==> src/ssq_ram.sv <==
// simple dual-port synchronous ram, one write and one registered read per cycle
`timescale 1ns / 1ps

module ssq_ram #(
    parameter int WIDTH = 31,
    parameter int DEPTH = 64
) (
    input  logic                                      i_clk,
    input  logic                                      i_we,
    input  logic [((DEPTH > 1) ? $clog2(DEPTH) : 1)-1:0] i_waddr,
    input  logic [WIDTH-1:0]                          i_wdata,
    input  logic                                      i_re,
    input  logic [((DEPTH > 1) ? $clog2(DEPTH) : 1)-1:0] i_raddr,
    output logic [WIDTH-1:0]                          o_rdata
);

    logic [WIDTH-1:0] r_mem [DEPTH];
    logic [WIDTH-1:0] r_rdata;

    always_ff @(posedge i_clk) begin
        if (i_we) begin
            r_mem[i_waddr] <= i_wdata;
        end
    end

    // read data holds while no read is issued
    always_ff @(posedge i_clk) begin
        if (i_re) begin
            r_rdata <= r_mem[i_raddr];
        end
    end

    assign o_rdata = r_rdata;

endmodule

==> config.mk <==
export PLATFORM = sky130hd
export DESIGN_NAME = ssq_ram
export DESIGN_NICKNAME = d
export VERILOG_FILES = /design/src/ssq_ram.sv
export SDC_FILE = /design/constraint.sdc
export NUM_CORES = 2
export LEC_CHECK = 0
export BUFFER_PORTS_ARGS = -buffer_cell sky130_fd_sc_hd__buf_2
export CAP_MARGIN = 20
export CORE_UTILIZATION = 30
export CTS_CLUSTER_DIAMETER = 40
export DETAILED_ROUTE_END_ITERATION = 6
export PLACE_DENSITY_LB_ADDON = 0.15
export SYNTH_ARGS = -nofsm -noshare
export SYNTH_HDL_FRONTEND = slang
export SYNTH_SLANG_ARGS = --single-unit
==> constraint.sdc <==
create_clock -name i_clk -period 3.56 [get_ports i_clk]
set_input_delay 0.356 -clock i_clk [delete_from_list [all_inputs] [get_ports i_clk]]
set_output_delay 0.356 -clock i_clk [all_outputs]
set_load 0.02 [all_outputs]
==> impl_results.md <==
- Run status: finished, final reports clean
- Combinational Power Share: 4.4%
- Final WL: 235,000 um
- First-pass GRT wire length: 323,000 um
- Sequential power share: 42.6%
- End of the worst hold path: r_mem[51][19]
- Synth Warn #: 0
- DRC errors left: 0
- Layout cells sized above 1: 33.6%
- DP HPWL: 139,000 um
- Clk pwr share: a little over half
- Critical path class: input port to flip-flop
- Longest Clk Path Bufs: 4
- Internal power: 48.6 mW
- Clk root buf: clkbuf_16
- Initial Utilization: 30.2%
- Final hold vios: 0
- P per Cell Area: between 600 and 700 mW/mm^2
- CTS tree: yes
- Top cell type's share of synthesized area: 79.0%
- Iter 0 DRT Violations: around 3,400
- Final Skew: 0.0504 ns
- LEAKAGE: 31.1 nW
- CP Data Required Time: 4.20 ns
- Worst-Skew Late Latency: around 0.93 ns
- Count leader, synth: edfxtp_1
- Sequential element share of the synthesized area: approximately 79%
- Placed cells: 6,959
- I/O Pins: 77
- Ys flop type: edfxtp_1
- Hold Startpoint: i_wdata[19]
- Antenna Nets Post-Route: 0
- CP arrival: 3.09 ns
- Total setup buffers inserted after CTS: 0
- Vias after detailed routing: 37,800
- Final setup TNS: 0 ns
- GPL Wtd Cong: 0.750
- Port bufs: 76
- Asr flop ratio synth: 0%
- Mapped Area: 0.0766 mm^2
- Die footprint: 0.257 mm^2
- Detailed-router iteration count before antenna repair: 5
- Die height: a little over 500 um
- Period Utilization, post-route: 68.7%
- Final cell count without fillers: 7,597
- CP Cell Sequence: buf_8 -> buf_12 -> nor2b_4 -> buf_4 -> a22oi_1 -> a31oi_1 -> o21ai_0 -> and3_1
- Total track usage: 18.2%
- Resized Gates After CTS: 0
- Flop-to-flop setup slack: 1.12 ns
- Slowest stage delay, CP: between 0.6 and 0.7 ns
- # rows: 185
- Fmax: roughly 410 MHz
- H-Tree Depth: 5
- Endpoints failing setup: 0
- Hold Crit Class: input port to flip-flop
- Clk slew on worst S/H paths: 0.06 ns
- WHS Path Cells: 1
- RR Endpoint: o_rdata[1]
- Psw: between 10 and 15 mW
- R2r startpoint: r_mem[39][1]
- Largest net degree at the start of global routing: 75
- CTS buffer count: 343
- Mapped Cells: 3,418
- Sw Ratio: 21.8%
- EDFF count, synth: a little over 2,000
- Max Cap Viol: 0
- Setup WS post-layout: 1.12 ns
- Syn nets: 3,464
- Routed len/inst: 31.0 um
- Clock sink total: between 2,000 and 2,500
- Cts hold-fix bufs: 7
- Total grt overflow: 0
- Area of the core: between 0.2 and 0.3 mm^2
- Path depth of the worst reg2reg path: 6
- Slew Limit Fails: 0
- Total power: approximately 62 mW
- Most instantiated cells after synthesis: 2,015 x edfxtp_1, 403 x mux4_2, 295 x mux2i_1
- Initial antenna violation count: 37
- Layout Nets: 3,999
- Slowest-stage cell, CP: nor2b_4
- Layout area overhead: 24.9%
- Post-layout minimum cycle time: 2.44 ns
- Dpl ws: 0.134 ns
- Synth top area cells: edfxtp_1 79%, mux4_2 12%, mux2i_1 3.9%
- Seq cells post-synth: 2,015
- Vias/cell: 4.98
- Syn avg cell area: between 20 and 25 um^2
- Worst Tran Pin Value: 1.10 ns
- Biggest area consumer among synthesized cells: edfxtp_1
- Rel. slew slack: 26.7%
- Vias in the first global route: a little under 40,000
- CP Max Fanout: 35
- Maximum vdd drop: around 470 uV
- Critical Path End Type: flip-flop
- Unrepaired setup endpoints after global routing: false
- Post-synth cell types: 32
- Crit start category: input port
- Die X: 507 um
==> worst max-delay path: cells and delay by family <==
kind / cells / cell delay (ns)
buffers and inverters: 3 / 0.76
AND/OR/NAND/NOR: 2 / 0.94
AO/OA/AOI/OAI: 3 / 0.96
==> sequential cells by signal (all words and copies together), names as in the netlist <==
name,flops
o_rdata,31
r_mem,1984
==> metrics by stage <==
stage | area, um^2 | hold WS (ns) | utilization [%]
2_1_floorplan | 76600 | 0.455 | -
3_3_place_gp | 83900 | 0.812 | 33.0
3_5_place_dp | 84000 | 0.811 | 33.1
4_1_cts | 95600 | 0.0270 | 37.6
5_1_grt | 95700 | 0.0666 | 37.7
6_report | 95700 | 0.0778 | 37.7
==> worst max-delay path by stage <==
stage | from | endpoint | slack [ns] | depth (start not counted)
floorplan | i_waddr[3] | r_mem[48][0] | 0.11 | 4
global placement | i_raddr[0] | o_rdata[8] | -0.34 | 9
detailed placement | i_raddr[1] | o_rdata[6] | 0.13 | 8
CTS | r_mem[39][1] | o_rdata[1] | 1.08 | 6
global route | i_raddr[1] | o_rdata[6] | 1.03 | 8
finish | i_raddr[1] | o_rdata[6] | 1.12 | 8
==> final cells by class <==
type	count	area, um^2
flip-flops and latches	2015	60500
repair buffers	385	3720
diodes	15	37.5
clock buffers	370	8850
well taps	3366	4210
fillers	22800	158000
multi-input cells	1208	15700
clock inverters	238	2680
==> cell usage in the layout, fill, tap and decap left out, types with 19 or more instances in the layout <==
master      Yosys  final
a21o_1         26     26
a22oi_1       104    104
a31oi_1        52     52
and3_1         26     26
buf_12          0     76
buf_2          78     69
buf_4          24    225
bufinv_16       0     44
clkbuf_1       79     19
clkbuf_16       0    351
clkinv_1        0     36
clkinv_2        0     40
clkinv_4        0     36
clkinvlp_4      0     40
edfxtp_1     2015   2015
inv_6           0     36
mux2i_1       295    295
mux4_2        403    403
nor2_4          0     63
o21ai_0        52     51
o22ai_1        85     85
o31ai_1        26     20
==> kinds of logic (layout without fill, tap and decap cells) <==
logic type / Yosys count / count (layout) / share of synthesized area [%]
flops: 2015 / 2015 / 79.0
mux: 705 / 705 / 15.8
compound gates: 352 / 352 / 3.05
buf+inv: 195 / 993 / 1.22
simple gates: 151 / 151 / 0.949
other cells: 0 / 15 / 0
==> power by group through the flow <==
stage,Sequential [mW],Combinational (mW),Clock (mW)
2_1_floorplan,26.9,1.24,0
3_3_place_gp,26.9,2.78,0
3_5_place_dp,26.9,2.80,0
4_1_cts,26.5,2.81,33.5
5_1_grt,26.4,2.91,34.5
6_report,26.5,2.75,32.9
==> routing by layer <==
layer / GRT usage [%] / up-vias / share of wire (%)
met3: 3.56 / 324 / 5.5
met1: 24.9 / 20500 / 44
met2: 29.6 / 1143 / 48
met4: 4.70 / 4 / 2.2
li1: - / 15800 / -
met5: 0 / - / 0.0077
(Power assumes the default switching activity.)
